<file path="config.mk">
export PLATFORM = sky130hd
export DESIGN_NAME = fbc_plane_eval
export DESIGN_NICKNAME = d
export VERILOG_FILES = /design/src/fbc_pkg.sv /design/src/fbc_plane_eval.sv
export SDC_FILE = /design/constraint.sdc
export NUM_CORES = 2
export LEC_CHECK = 0
export BUFFER_PORTS_ARGS = -buffer_cell sky130_fd_sc_hd__buf_2
export CAP_MARGIN = 20
export CORE_MARGIN = 3
export CORE_UTILIZATION = 55
export DETAILED_ROUTE_END_ITERATION = 7
export GPL_TIMING_DRIVEN = 0
export PLACE_DENSITY = 0.81
export SKIP_LAST_GASP = 1
export SYNTH_ARGS = -nofsm -noshare
export SYNTH_HDL_FRONTEND = slang
export SYNTH_SLANG_ARGS = --single-unit
</file>
<file path="constraint.sdc">
create_clock -name aclk -period 7.6 [get_ports aclk]
set_clock_uncertainty 0.15 [all_clocks]
set_input_delay 0.38 -clock aclk [delete_from_list [all_inputs] [get_ports aclk]]
set_output_delay 0.38 -clock aclk [all_outputs]
set_load 0.03 [all_outputs]
</file>
<file path="src/fbc_pkg.sv">
// Shared types and constants of the frustum box classification unit.
package fbc_pkg;

    localparam int NUM_PLANES = 6;
    localparam int COORD_W    = 16;
    localparam int PROD_W     = 2 * COORD_W;
    localparam int PAIR_W     = PROD_W + 1;
    localparam int DIST_W     = PAIR_W + 1;
    localparam int OFFSET_SH  = 14;
    localparam int REG_W      = 64;
    localparam int ADDR_W     = 6;
    localparam int IDX_W      = 3;
    localparam int IDX_LSB    = 3;

    typedef enum logic [1:0] {
        CONT_OUTSIDE   = 2'd0,
        CONT_INTERSECT = 2'd1,
        CONT_INSIDE    = 2'd2
    } containment_t;

    typedef struct packed {
        logic signed [COORD_W-1:0] d;
        logic signed [COORD_W-1:0] nz;
        logic signed [COORD_W-1:0] ny;
        logic signed [COORD_W-1:0] nx;
    } plane_t;

    typedef struct packed {
        logic signed [COORD_W-1:0] max_z;
        logic signed [COORD_W-1:0] max_y;
        logic signed [COORD_W-1:0] max_x;
        logic signed [COORD_W-1:0] min_z;
        logic signed [COORD_W-1:0] min_y;
        logic signed [COORD_W-1:0] min_x;
    } box_t;

    typedef struct packed {
        logic mul;
        logic pair;
        logic sum;
    } pipe_en_t;

    typedef struct packed {
        logic p_neg;
        logic n_nonneg;
    } plane_flags_t;

endpackage

</file>
<file path="src/fbc_plane_eval.sv">
// Three-stage pipeline testing a box's p-vertex and n-vertex against one plane.
module fbc_plane_eval
    import fbc_pkg::*;
(
    input  logic         aclk,
    input  plane_t       plane,
    input  box_t         box,
    input  pipe_en_t     en,
    output plane_flags_t flags
);

    logic signed [COORD_W-1:0] n_comp [3];
    logic signed [COORD_W-1:0] lo [3];
    logic signed [COORD_W-1:0] hi [3];
    logic signed [COORD_W-1:0] pv [3];
    logic signed [COORD_W-1:0] nv [3];

    logic signed [PROD_W-1:0]  prod_p_next [3];
    logic signed [PROD_W-1:0]  prod_n_next [3];
    logic signed [PROD_W-1:0]  prod_p_reg  [3];
    logic signed [PROD_W-1:0]  prod_n_reg  [3];
    logic signed [COORD_W-1:0] d_reg;

    logic signed [PAIR_W-1:0]  offset;
    logic signed [PAIR_W-1:0]  pair_p_next [2];
    logic signed [PAIR_W-1:0]  pair_n_next [2];
    logic signed [PAIR_W-1:0]  pair_p_reg  [2];
    logic signed [PAIR_W-1:0]  pair_n_reg  [2];

    logic signed [DIST_W-1:0]  dist_p;
    logic signed [DIST_W-1:0]  dist_n;
    plane_flags_t              flags_next;
    plane_flags_t              flags_reg;

    always_comb begin
        n_comp[0] = plane.nx;
        n_comp[1] = plane.ny;
        n_comp[2] = plane.nz;
        lo[0] = box.min_x;
        lo[1] = box.min_y;
        lo[2] = box.min_z;
        hi[0] = box.max_x;
        hi[1] = box.max_y;
        hi[2] = box.max_z;
        for (int k = 0; k < 3; k++) begin
            pv[k]          = n_comp[k][COORD_W-1] ? lo[k] : hi[k];
            nv[k]          = n_comp[k][COORD_W-1] ? hi[k] : lo[k];
            prod_p_next[k] = pv[k] * n_comp[k];
            prod_n_next[k] = nv[k] * n_comp[k];
        end
    end

    always_ff @(posedge aclk) begin
        if (en.mul) begin
            prod_p_reg <= prod_p_next;
            prod_n_reg <= prod_n_next;
            d_reg      <= plane.d;
        end
    end

    always_comb begin
        offset = {{(PAIR_W - COORD_W - OFFSET_SH){d_reg[COORD_W-1]}}, d_reg, OFFSET_SH'(0)};
        pair_p_next[0] = {prod_p_reg[0][PROD_W-1], prod_p_reg[0]}
                       + {prod_p_reg[1][PROD_W-1], prod_p_reg[1]};
        pair_p_next[1] = {prod_p_reg[2][PROD_W-1], prod_p_reg[2]} + offset;
        pair_n_next[0] = {prod_n_reg[0][PROD_W-1], prod_n_reg[0]}
                       + {prod_n_reg[1][PROD_W-1], prod_n_reg[1]};
        pair_n_next[1] = {prod_n_reg[2][PROD_W-1], prod_n_reg[2]} + offset;
    end

    always_ff @(posedge aclk) begin
        if (en.pair) begin
            pair_p_reg <= pair_p_next;
            pair_n_reg <= pair_n_next;
        end
    end

    always_comb begin
        dist_p = {pair_p_reg[0][PAIR_W-1], pair_p_reg[0]}
               + {pair_p_reg[1][PAIR_W-1], pair_p_reg[1]};
        dist_n = {pair_n_reg[0][PAIR_W-1], pair_n_reg[0]}
               + {pair_n_reg[1][PAIR_W-1], pair_n_reg[1]};
        flags_next.p_neg    = dist_p[DIST_W-1];
        flags_next.n_nonneg = !dist_n[DIST_W-1];
    end

    always_ff @(posedge aclk) begin
        if (en.sum) begin
            flags_reg <= flags_next;
        end
    end

    assign flags = flags_reg;

endmodule

</file>
After elaboration in Yosys (flattened, before gate mapping)
Cells that the tools add are included.
Widths: inputs -> output; s select.
- $add $sub $neg: 6
- multiply operators: 6
- multiplexer cells: 6
- reductions and logical operators: 1
- operators by type and width (cell ; count):
    $mul 16x16->32 ; 6
    $mux 16 ; 6
    $add 33x33->34 ; 2
    $add 32x30->33 ; 2
    $add 32x32->33 ; 2
    $logic_not 1->1 ; 1
- flip-flop bits (word level): 342
- input bits: 164
- word-level logic and storage cells: 32

Logic depth before layout (Yosys ltp)
- word-level depth: 2
- mapped depth: 28
- depth with buffers taken out: 24

Worst setup path after synthesis
Ideal clock, no wire load.
- path type: input port to flip-flop
- start point: input plane[47] (netlist bit)
- end point: register prod_n_reg[31] (netlist bit), data pin
- setup time: 0.260 ns
- data arrival time: 7.221 ns
- setup slack: -0.031 ns
- stages on the path: 25
- path buffers: 3
- cells stage by stage: clkbuf_1 -> buf_1 -> mux2_2 -> clkbuf_1 -> nand2_1 -> inv_1 -> fa_1 -> fa_1 -> fa_1 -> fa_1 -> fa_1 -> inv_1 -> fa_1 -> inv_1 -> ha_1 -> and2_1 -> a31oi_1 -> nand2_1 -> a21o_1 -> a21oi_1 -> o21ai_1 -> or4_1 -> a31o_1 -> a21oi_1 -> xnor2_1
- RTL lines (item ; RTL line ; source):
    start, declared ; fbc_plane_eval.sv:6 ; input plane_t plane,
    end signal, assigned ; fbc_plane_eval.sv:56 ; prod_n_reg <= prod_n_next;
    end, declared ; fbc_plane_eval.sv:21 ; logic signed [PROD_W-1:0] prod_n_reg [3];

==> summary.md <==
| Metric | Value |
|---|---|
| Initial DRC count | `between 4000 and 5000` |
| DIE AREA | `roughly 0.14 mm2` |
| Register area share after synthesis | `between 10% and 20%` |
| Max-slew violation count | `0` |
| Area grow syn2layout | `6.41%` |
| Fin util | `59.2%` |
| Vias in the first global route | `58600` |
| CTS tree | `yes` |
| Crit end category | `flop` |
| Count of unique library cells instantiated by Yosys | `77` |
| IO buf count | `around 160` |
| Post-DP HPWL | `between 150000 and 200000 um` |
| Commonest register cell after synthesis | `edfxtp_1` |
| H-tree levels | `2` |
| Cell taking the most area after synthesis | `fa_1` |
| Initial Utilization | `a little under three fifths` |
| Clock Latency Late Sink | `610 ps` |
| Synth top area cells | `fa_1 (42%), edfxtp_1 (14%), ha_1 (11%)` |
| First-pass GRT wire length | `335000 um` |
| Core area | `approximately 0.14 mm2` |
| Synth warn | `0` |
| Worst rel slew slack | `25.6%` |
| Number of synthesized flops with an enable pin | `between 300 and 400` |
| WHS | `approximately 54 ps` |
| Syn Inst Count | `7645` |
| Ratio of final minimum period to clock period | `97.8%` |
| Clock tree buffer depth | `3` |
| Clock transition at path regs | `roughly 60 ps` |
| All-layer global routing usage | `a little under a third` |
| CP required | `between 7000 and 8000 ps` |
| Slew at the pin closest to its max-slew limit | `roughly 1100 ps` |
| Crit Path Class | `primary input to flop` |
| Vias | `between 50000 and 60000` |
| Share of cells above drive strength 1 | `under 10%` |
| Filler cells | `~11000` |
| #FFs+latches synth | `342` |
| Critical Path AT | `approximately 7600 ps` |
| Avg Inst Size Synth | `~10 um2` |
| Fmax achieved | `roughly 0.13 GHz` |
| Share of the synthesized area in the top cell type | `approximately two fifths` |
| Final setup violation count | `0` |
| Top cells by count, synth | `inv_1 (1770), fa_1 (1576), nand2_1 (755), and2_1 (671), ha_1 (656)` |
| Avg WL per Cell | `between 20 and 25 um` |
| Hold/Removal Path Class | `primary input to flop` |
| GR Overflow Total | `0` |
| Antenna violations before repair | `21` |
| IO Pins | `about 170` |
| CP startpoint kind | `primary input` |
| CP max FO | `10` |
| Fin. Hold Viols | `0` |
| Most common cell in the netlist | `inv_1` |
| Tmin final | `7430 ps` |
| Largest net degree at the start of global routing | `~110` |
| RSZ-0062 raised after global routing | `true` |
| Routed WL | `around 210000 um` |
| Pre-antenna DRT Iters | `6` |
| Rows | `roughly 140` |
| DRC violation count after routing | `0` |
| Max cap viols | `0` |
| Die Height | `between 300 and 400 um` |
| TritonCTS buffer count | `42` |
| Via density | `5.60` |
| Antenna viol nets, final | `0` |
| Root Driver | `clkbuf_16` |
| Async SR Flop Fraction | `0%` |
| Synthesized area | `0.0757 mm2` |
| Chip Width | `around 380 um` |
| Synthesized net count | `between 10000 and 15000` |
| Nets | `between 10000 and 15000` |
| Outcome | `completed` |
| CTS Sinks | `approximately 340` |
| GPL Wtd Cong | `around 1` |
through the flow:
stage | std cells | TNS [ps] | setup slack [ps] | area [um2]
2_1_floorplan | 7645 | 0 | 69.3 | 75700
3_3_place_gp | 9588 | -46930 | -1480 | 78700
3_5_place_dp | 9592 | -53620 | -1560 | 78800
4_1_cts | 9677 | 0 | 33.0 | 80500
5_1_grt | 9658 | -59.7 | -46.3 | 80500
6_report | 9664 | 0 | 169 | 80500
cells by family after synthesis:
family	Yosys count	share of synthesized area [%]
flops	342	13.6
buf+inv	2029	10.1
simple gates	1965	13.0
fa+ha+maj	2232	52.6
compound gates	682	5.90
mux	97	1.43
xor+xnor	298	3.45
area by class of cell:
type / instances / area (um2) / area share [%]
Antenna cell: 8 / 20.0 / 0.0249
Tap cell: 1781 / 2230 / 2.77
Timing Repair Buffer: 189 / 1130 / 1.41
Clock buffer: 48 / 1090 / 1.36
Sequential cell: 342 / 10300 / 12.8
Inverter: 1771 / 6650 / 8.26
Buffer: 222 / 891 / 1.11
Clock inverter: 29 / 319 / 0.396
Multi-Input combinational cell: 5274 / 57900 / 71.9
cell usage in the layout (no fill, tap or decap), types with 8 or more instances in the layout:
master            n
a211oi_1         18
a21boi_0         10
a21o_1          114
a21oi_1         210
a31oi_1          29
and2_1          671
and3_1           25
buf_2           164
clkbuf_1        199
clkbuf_16        43
clkbuf_2         15
clkinv_1         12
diode_2           8
dlygate4sd3_1    18
edfxtp_1        342
fa_1           1572
ha_1            656
inv_1          1770
mux2_2           89
nand2_1         755
nand2b_1         74
nand3_1          38
nand4_1          19
nor2_1          201
nor2b_1         103
nor3_1           31
o211ai_1         11
o21a_1           40
o21ai_0         101
o21ai_1          13
o21bai_1         37
o31ai_1           9
or2_2            11
or3_1            17
xnor2_1         232
xor2_1           66
worst max-delay path: stages:
cell	delay [ps]
buf_2	280
clkbuf_4	320
mux2_2	370
clkbuf_4	320
nand2_1	110
fa_1	570
inv_1	50
fa_1	480
fa_1	580
fa_1	460
fa_1	500
inv_1	50
fa_1	470
inv_1	50
ha_1	330
nor2b_1	200
a2111oi_4	410
nand2_1	130
a211o_2	400
a31oi_2	330
o21ai_1	180
a221o_1	330
a21oi_1	170
xnor2_1	110
what timing repair did:
action                                  4_1_cts  5_1_grt
pin swaps                                     3        1
hold buffers                                 18        0
buffers inserted                              5        0
cloned                                        0        0
endpoints found under the hold margin        24        0
gates resized for setup                      32       48
endpoints found under the setup margin       47       33
path summary, 6_finish.rpt:
kind | start | endpoint | slack [ps] | depth (start not counted)
setup / recovery | plane[15] | prod_n_reg[94] | 170 | 24
hold / removal | en[1] | pair_n_reg[7] | 50 | 1
setup reg to reg | prod_n_reg[32] | pair_n_reg[63] | 3090 | 13
hold reg to reg | prod_n_reg[1] | pair_n_reg[1] | 270 | 0
routing by layer:
layer,track usage (%),wire (um),vias up
li1,-,-,23600
met5,0,69,-
met1,42.4,85200,27700
met2,47.9,95900,2284
met3,6.91,19400,524
met4,13.5,11200,10
Power is left out: the tool's default activity adds up to more than one toggle a clock period on the data nets, which glitch-free logic cannot reach.
