## src/fbc_pkg.sv

```systemverilog
// Shared types and constants of the frustum box classification unit.
package fbc_pkg;

    localparam int NUM_PLANES = 6;
    localparam int COORD_W    = 16;
    localparam int PROD_W     = 2 * COORD_W;
    localparam int PAIR_W     = PROD_W + 1;
    localparam int DIST_W     = PAIR_W + 1;
    localparam int OFFSET_SH  = 14;
    localparam int REG_W      = 64;
    localparam int ADDR_W     = 6;
    localparam int IDX_W      = 3;
    localparam int IDX_LSB    = 3;

    typedef enum logic [1:0] {
        CONT_OUTSIDE   = 2'd0,
        CONT_INTERSECT = 2'd1,
        CONT_INSIDE    = 2'd2
    } containment_t;

    typedef struct packed {
        logic signed [COORD_W-1:0] d;
        logic signed [COORD_W-1:0] nz;
        logic signed [COORD_W-1:0] ny;
        logic signed [COORD_W-1:0] nx;
    } plane_t;

    typedef struct packed {
        logic signed [COORD_W-1:0] max_z;
        logic signed [COORD_W-1:0] max_y;
        logic signed [COORD_W-1:0] max_x;
        logic signed [COORD_W-1:0] min_z;
        logic signed [COORD_W-1:0] min_y;
        logic signed [COORD_W-1:0] min_x;
    } box_t;

    typedef struct packed {
        logic mul;
        logic pair;
        logic sum;
    } pipe_en_t;

    typedef struct packed {
        logic p_neg;
        logic n_nonneg;
    } plane_flags_t;

endpackage

```

## src/fbc_cfg_regs.sv

```systemverilog
// APB register file holding the six frustum planes.
module fbc_cfg_regs
    import fbc_pkg::*;
(
    input  logic                aclk,
    input  logic                aresetn,
    input  logic                psel,
    input  logic                penable,
    input  logic                pwrite,
    input  logic [ADDR_W-1:0]   paddr,
    input  logic [REG_W-1:0]    pwdata,
    output logic [REG_W-1:0]    prdata,
    output logic                pready,
    output plane_t              planes [NUM_PLANES]
);

    logic [REG_W-1:0] plane_reg [NUM_PLANES];
    logic [IDX_W-1:0] idx;
    logic             idx_ok;
    logic             wr_en;

    assign pready = 1'b1;
    assign idx    = paddr[IDX_LSB +: IDX_W];
    assign idx_ok = (idx < IDX_W'(NUM_PLANES));
    assign wr_en  = psel && penable && pwrite && pready;

    always_ff @(posedge aclk) begin
        if (!aresetn) begin
            for (int i = 0; i < NUM_PLANES; i++) begin
                plane_reg[i] <= '0;
            end
        end else if (wr_en && idx_ok) begin
            plane_reg[idx] <= pwdata;
        end
    end

    always_comb begin
        prdata = '0;
        if (idx_ok) begin
            prdata = plane_reg[idx];
        end
    end

    always_comb begin
        for (int i = 0; i < NUM_PLANES; i++) begin
            planes[i] = plane_t'(plane_reg[i]);
        end
    end

endmodule

```

## config.mk

```make
export PLATFORM = sky130hd
export DESIGN_NAME = fbc_cfg_regs
export DESIGN_NICKNAME = d
export VERILOG_FILES = /design/src/fbc_pkg.sv /design/src/fbc_cfg_regs.sv
export SDC_FILE = /design/constraint.sdc
export NUM_CORES = 1
export LEC_CHECK = 0
export BUFFER_PORTS_ARGS = -buffer_cell sky130_fd_sc_hd__buf_4
export CAP_MARGIN = 40
export CORE_AREA = 2 2 205 207
export CTS_CLUSTER_DIAMETER = 50
export CTS_CLUSTER_SIZE = 14
export DETAILED_ROUTE_END_ITERATION = 10
export DIE_AREA = 0 0 207 209
export GPL_ROUTABILITY_DRIVEN = 0
export PLACE_DENSITY = 0.68
export SLEW_MARGIN = 15
export SYNTH_ARGS = -nofsm -noshare
export SYNTH_HDL_FRONTEND = slang
export SYNTH_SLANG_ARGS = --single-unit
```

## constraint.sdc

```tcl
create_clock -name aclk -period 8.43 [get_ports aclk]
set_clock_uncertainty 0.2 [all_clocks]
set_input_delay 0.4215 -clock aclk [delete_from_list [all_inputs] [get_ports aclk]]
set_output_delay 0.4215 -clock aclk [all_outputs]
set_load 0.005 [all_outputs]
```

### Yosys cells after proc, flatten, opt, wreduce, memory -nomap -nowiden

Memories as Yosys holds them, arrays and structs flattened.
Index checks and enable logic that the tools add are counted.
W data, S select, Z words.

* output and inout bits: 449
* bits in read-only memories: 0
* bits of input ports: 75
* bits in writable memories: 384
* register bits after elaboration: 0
* latch bits: 0
* word-level logic and storage cells: 14
* memories kept: 1

Memories
* plane_reg: words 6, width 64, read ports 7, clocked after Yosys merged registers in 0, write ports 6, line fbc_cfg_regs.sv:17 `logic [REG_W-1:0] plane_reg [NUM_PLANES];`

* add/sub/neg operators: 0
* div/mod/pow operators: 0
* bitwise operators: 0
* shift operators: 0
* equality and inequality tests: 0
* $lt $le $gt $ge: 1
* multipliers: 0
* reductions and logical operators: 4
* mux-type cells: 8

Operators by type and width (count)
* $mux W64: 2
* $reduce_or A64 Y1: 1
* $mux W1: 5
* $logic_and A1 B1 Y1: 3
* $lt A3 B3 Y1 const B: 1
* $mux W3: 1

### Longest topological paths before layout

* word-level depth: 8
* mapped depth: 7
* gate-level depth less buffers: 3

### Worst setup path before layout

No wires, ideal clock.

* path kind: input -> register
* from: input port paddr[3]
* to: memory plane_reg[5][0] (enable)
* data required time: 7649 ps
* setup slack: 1729 ps
* stages: 5
* library setup time: 581 ps
* data arrival time: 5920 ps
* cells stage by stage: buf_2 buf_2 buf_2 inv_1 o31ai_1

RTL lines
* from (decl): line fbc_cfg_regs.sv:10 `input logic [ADDR_W-1:0] paddr,`
* to (decl): line fbc_cfg_regs.sv:17

### Final worst setup path

* from: input port paddr[3]
* to: output port prdata[33]

* cells in the longest elaborated chain, start to end: 2
* elaborated cells on any way between the ends: 3
* those cells by class: order compare (1); mux (1); memory (1)

Ends and longest elaborated chain
* $mem_v2 Z6 W64 or $lt A3 B3 Y1 (tied branches)
* $mux W64 (*): line fbc_cfg_regs.sv:39 `if (idx_ok) begin`
* to (decl): line fbc_cfg_regs.sv:12 `output logic [REG_W-1:0] prdata,`

Every way passes the cells marked *; elsewhere a longest branch is shown, timed or not.

==> impl_metrics.xml <==
<?xml version="1.0" encoding="UTF-8"?>
<metrics>
  <group name="worst_hold_path">
    <metric name="timing.hold.worst.class" unit="">primary input to flop</metric>
    <metric name="worstHoldEndpoint" unit="">plane_reg[3][63]$_SDFFCE_PN0P_</metric>
    <metric name="hold_path.startpoint" unit="">aresetn</metric>
    <metric name="worstHoldPathCells" unit="">2</metric>
  </group>
  <group name="die">
    <metric name="num_io_pins" unit="">524</metric>
    <metric name="start_util" unit="">0.4208</metric>
    <metric name="number_of_rows_created_at_floorplan" unit="">75</metric>
    <metric name="core_region_area" unit="um^2">41290</metric>
    <metric name="floorplan.die.width" unit="um">207</metric>
    <metric name="floorplan.die_area" unit="um^2">43260</metric>
    <metric name="die_y" unit="um">209</metric>
  </group>
  <group name="clocking">
    <metric name="ctsHtreeMaxLevel" unit="">2</metric>
    <metric name="cts_setup_buffers" unit="">0</metric>
    <metric name="clkSinkCount" unit="">384</metric>
    <metric name="cts_resized" unit="">0</metric>
    <metric name="longest_clk_path_bufs" unit="">3</metric>
    <metric name="tritoncts_clock_tree" unit="">yes</metric>
    <metric name="root_buffer" unit="">sky130_fd_sc_hd__clkbuf_16</metric>
    <metric name="cts.reportedPaths.clkPinSlew" unit="ns">0.06</metric>
    <metric name="cts_buffers" unit="">43</metric>
  </group>
  <group name="setup_path">
    <metric name="cp_max_fo" unit="">38</metric>
    <metric name="worst_path_required" unit="ns">7.81</metric>
    <metric name="critPathLaunchType" unit="">primary input</metric>
    <metric name="category_of_the_worst_setup_path_capture_point" unit="">output pin</metric>
    <metric name="timing.setup.critical_path_class" unit="">primary input to output pin</metric>
    <metric name="worst_ep_arrival_time" unit="ns">2.98</metric>
  </group>
  <group name="global_route">
    <metric name="grt_met1_use" unit="">0.3480</metric>
    <metric name="met3_usage" unit="">0.07650</metric>
    <metric name="grt_peak_use_layer" unit="">met2</metric>
    <metric name="track_usage" unit="">0.2725</metric>
    <metric name="globalRouteMet2Util" unit="">0.4480</metric>
    <metric name="initial_antenna_violation_count" unit="">0</metric>
    <metric name="grt_pass1_vias" unit="">13110</metric>
    <metric name="grt_start_max_net_pins" unit="">65</metric>
    <metric name="grt_pass1_wl" unit="um">87020</metric>
    <metric name="globalRoute.totalOverflow" unit="">0</metric>
  </group>
  <group name="cells_and_area">
    <metric name="layout_commonest_cell" unit="">sky130_fd_sc_hd__buf_4</metric>
    <metric name="post_route_cells_drive_above_1_share" unit="">0.3866</metric>
    <metric name="largest_register_ff_count" unit="">384</metric>
    <metric name="synthToLayoutAreaGrowth" unit="%">38.06</metric>
    <metric name="finalNetCount" unit="">1842</metric>
    <metric name="layout.cells.most_common_list" unit="">sky130_fd_sc_hd__buf_4, sky130_fd_sc_hd__edfxtp_1, sky130_fd_sc_hd__and2_1</metric>
  </group>
  <group name="flow_run">
    <metric name="cap_viol_max_count" unit="">0</metric>
  </group>
  <group name="timing">
    <metric name="worst_pin_slew" unit="ns">0.8091</metric>
    <metric name="fmax" unit="GHz">0.2775</metric>
    <metric name="timing_hold_violations_final" unit="">0</metric>
    <metric name="setup_viol" unit="">0</metric>
    <metric name="finalCritPeriodShare" unit="">0.4274</metric>
    <metric name="relSlewSlack" unit="">0.4606</metric>
    <metric name="fin_crit" unit="ns">3.603</metric>
    <metric name="slew_viol_final" unit="">0</metric>
    <metric name="tns" unit="ns">0</metric>
    <metric name="setup_repair_after_global_routing_missed_its_margin" unit="">false</metric>
  </group>
  <group name="route">
    <metric name="via_count" unit="">12470</metric>
    <metric name="route.antenna.remaining_nets" unit="">0</metric>
    <metric name="drt_wl_total" unit="um">60360</metric>
    <metric name="wire_per_inst" unit="um">25.85</metric>
    <metric name="drt_first_pass_iters" unit="">5</metric>
    <metric name="route.detailed.drc" unit="">0</metric>
    <metric name="drt_first_iter_violations" unit="">1001</metric>
    <metric name="via_per_inst" unit="">5.342</metric>
  </group>
  <group name="logic_synthesis">
    <metric name="syn_area" unit="um^2">17370</metric>
    <metric name="post_synth_inst_count" unit="">1197</metric>
    <metric name="average_size_of_a_mapped_cell" unit="um^2">14.51</metric>
    <metric name="mappedNetlistNets" unit="">1272</metric>
    <metric name="synth_sequential_area_ratio" unit="">0.6637</metric>
    <metric name="yosys_warnings" unit="">0</metric>
    <metric name="ys_types" unit="">26</metric>
    <metric name="synth.ff_latch_count" unit="">384</metric>
  </group>
  <group name="run_status">
    <metric name="outcome" unit="">complete, no violations</metric>
  </group>
  <group name="pwr">
    <metric name="lkg_pwr" unit="nW">9.762</metric>
    <metric name="cellPowerDensity" unit="nW/um^2">196.1</metric>
    <metric name="post-layout-total-power" unit="mW">4.704</metric>
    <metric name="vdd.ir_drop.worst" unit="mV">0.1706</metric>
  </group>
  <group name="place">
    <metric name="portbufs" unit="">519</metric>
    <metric name="place.detailed.hpwl" unit="um">37950</metric>
  </group>
</metrics>
-- how the worst max path moves through the flow --
stage / from / endpoint / slack, ns / cells past startpoint
floorplan: paddr[3] / plane_reg[5][0]$_DFFE_PP_ / 1.73 / 5
detailed placement: paddr[3] / plane_reg[1][30]$_SDFFCE_PN0P_ / 4.53 / 6
finish: paddr[3] / prdata[33] / 4.83 / 6
global route: paddr[3] / prdata[33] / 4.83 / 6
CTS: paddr[3] / prdata[33] / 4.85 / 6
global placement: paddr[3] / plane_reg[1][24]$_SDFFCE_PN0P_ / 4.55 / 6
-- metrics by stage --
| stage | instances | setup slack [ns] | utilization | hold WS [ns] | instance area, um^2 |
|---|---|---|---|---|---|
| after global routing | 2334 | 4.832 | 0.5808 | 0.2258 | 23980 |
| final | 2335 | 4.827 | 0.5809 | 0.2238 | 23980 |
| after detailed placement | 2196 | 4.527 | 0.5312 | 0.5378 | 21930 |
| after CTS | 2333 | 4.850 | 0.5803 | 0.2071 | 23960 |
| after floorplan | 1197 | 1.729 | - | 0.4197 | 17370 |
| after global placement | 2190 | 4.554 | 0.5278 | 0.5335 | 21790 |
-- cell families after synthesis --
group / share of synthesized area
AOI/OAI and AO/OA: 0.03363
buffers and inverters: 0.02564
DFF: 0.6637
muxes: 0.1152
other: 0.0002159
and+or+nand+nor: 0.1615
-- routing by layer --
layer	vias to the layer above	part of all wire
li1	5515	-
met1	6271	0.40
met2	581	0.48
met3	106	0.084
met4	0	0.030
met5	-	0
-- cell usage after synthesis --
cell | n | area, um^2
sky130_fd_sc_hd__nand3_1 | 1 | 5.000
sky130_fd_sc_hd__o31ai_1 | 2 | 15.01
sky130_fd_sc_hd__a21oi_2 | 1 | 8.760
sky130_fd_sc_hd__buf_6 | 5 | 56.30
sky130_fd_sc_hd__conb_1 | 1 | 3.750
sky130_fd_sc_hd__nor4_2 | 1 | 12.51
sky130_fd_sc_hd__clkbuf_1 | 34 | 127.6
sky130_fd_sc_hd__buf_2 | 33 | 165.2
sky130_fd_sc_hd__mux2_2 | 64 | 720.7
sky130_fd_sc_hd__and3_1 | 1 | 6.260
sky130_fd_sc_hd__nor3_2 | 1 | 10.01
sky130_fd_sc_hd__inv_1 | 1 | 3.750
sky130_fd_sc_hd__buf_1 | 2 | 7.510
sky130_fd_sc_hd__o221ai_1 | 64 | 560.5
sky130_fd_sc_hd__and4_1 | 8 | 70.07
sky130_fd_sc_hd__buf_4 | 8 | 60.06
sky130_fd_sc_hd__and2_1 | 377 | 2359
sky130_fd_sc_hd__nand2b_1 | 5 | 31.28
sky130_fd_sc_hd__nand2_1 | 66 | 247.7
sky130_fd_sc_hd__and4b_1 | 1 | 10.01
sky130_fd_sc_hd__nor4b_2 | 2 | 30.03
sky130_fd_sc_hd__clkbuf_2 | 5 | 25.02
sky130_fd_sc_hd__mux2i_1 | 128 | 1281
sky130_fd_sc_hd__nand4_4 | 1 | 21.27
sky130_fd_sc_hd__nor2_1 | 1 | 3.750
sky130_fd_sc_hd__edfxtp_1 | 384 | 11530
-- critical path, cell delays in order --
cell and delay (ns):
sky130_fd_sc_hd__buf_4 0.21, sky130_fd_sc_hd__buf_4 0.61, sky130_fd_sc_hd__nand2b_4 0.45, sky130_fd_sc_hd__buf_4 0.51, sky130_fd_sc_hd__o221ai_1 0.50, sky130_fd_sc_hd__buf_4 0.20
-- cell type report --
class | count | area, um^2
well taps | 539 | 674.4
repair buffers | 612 | 4868
fillers | 3264 | 17310
flip-flops and latches | 384 | 11530
clock inverters | 25 | 249.0
inverters | 1 | 3.754
clock buffers | 48 | 1137
multi-input cells | 725 | 5518
diodes | 1 | 2.502
-- report_power, final --
| group | leakage [nW] | total [mW] | switching [mW] | internal [mW] |
|---|---|---|---|---|
| clock network | 0.668 | 1.85 | 0.799 | 1.05 |
| registers | 3.66 | 2.28 | 0.0703 | 2.21 |
| logic | 5.44 | 0.574 | 0.285 | 0.290 |
-- repair_timing --
| action | in CTS | in global routing |
|---|---|---|
| hold buffers | 64 | 0 |
| hold endpoints to repair | 375 | 0 |
| endpoints found under the setup margin | 0 | 0 |
Power figures use the tool's default switching activity.
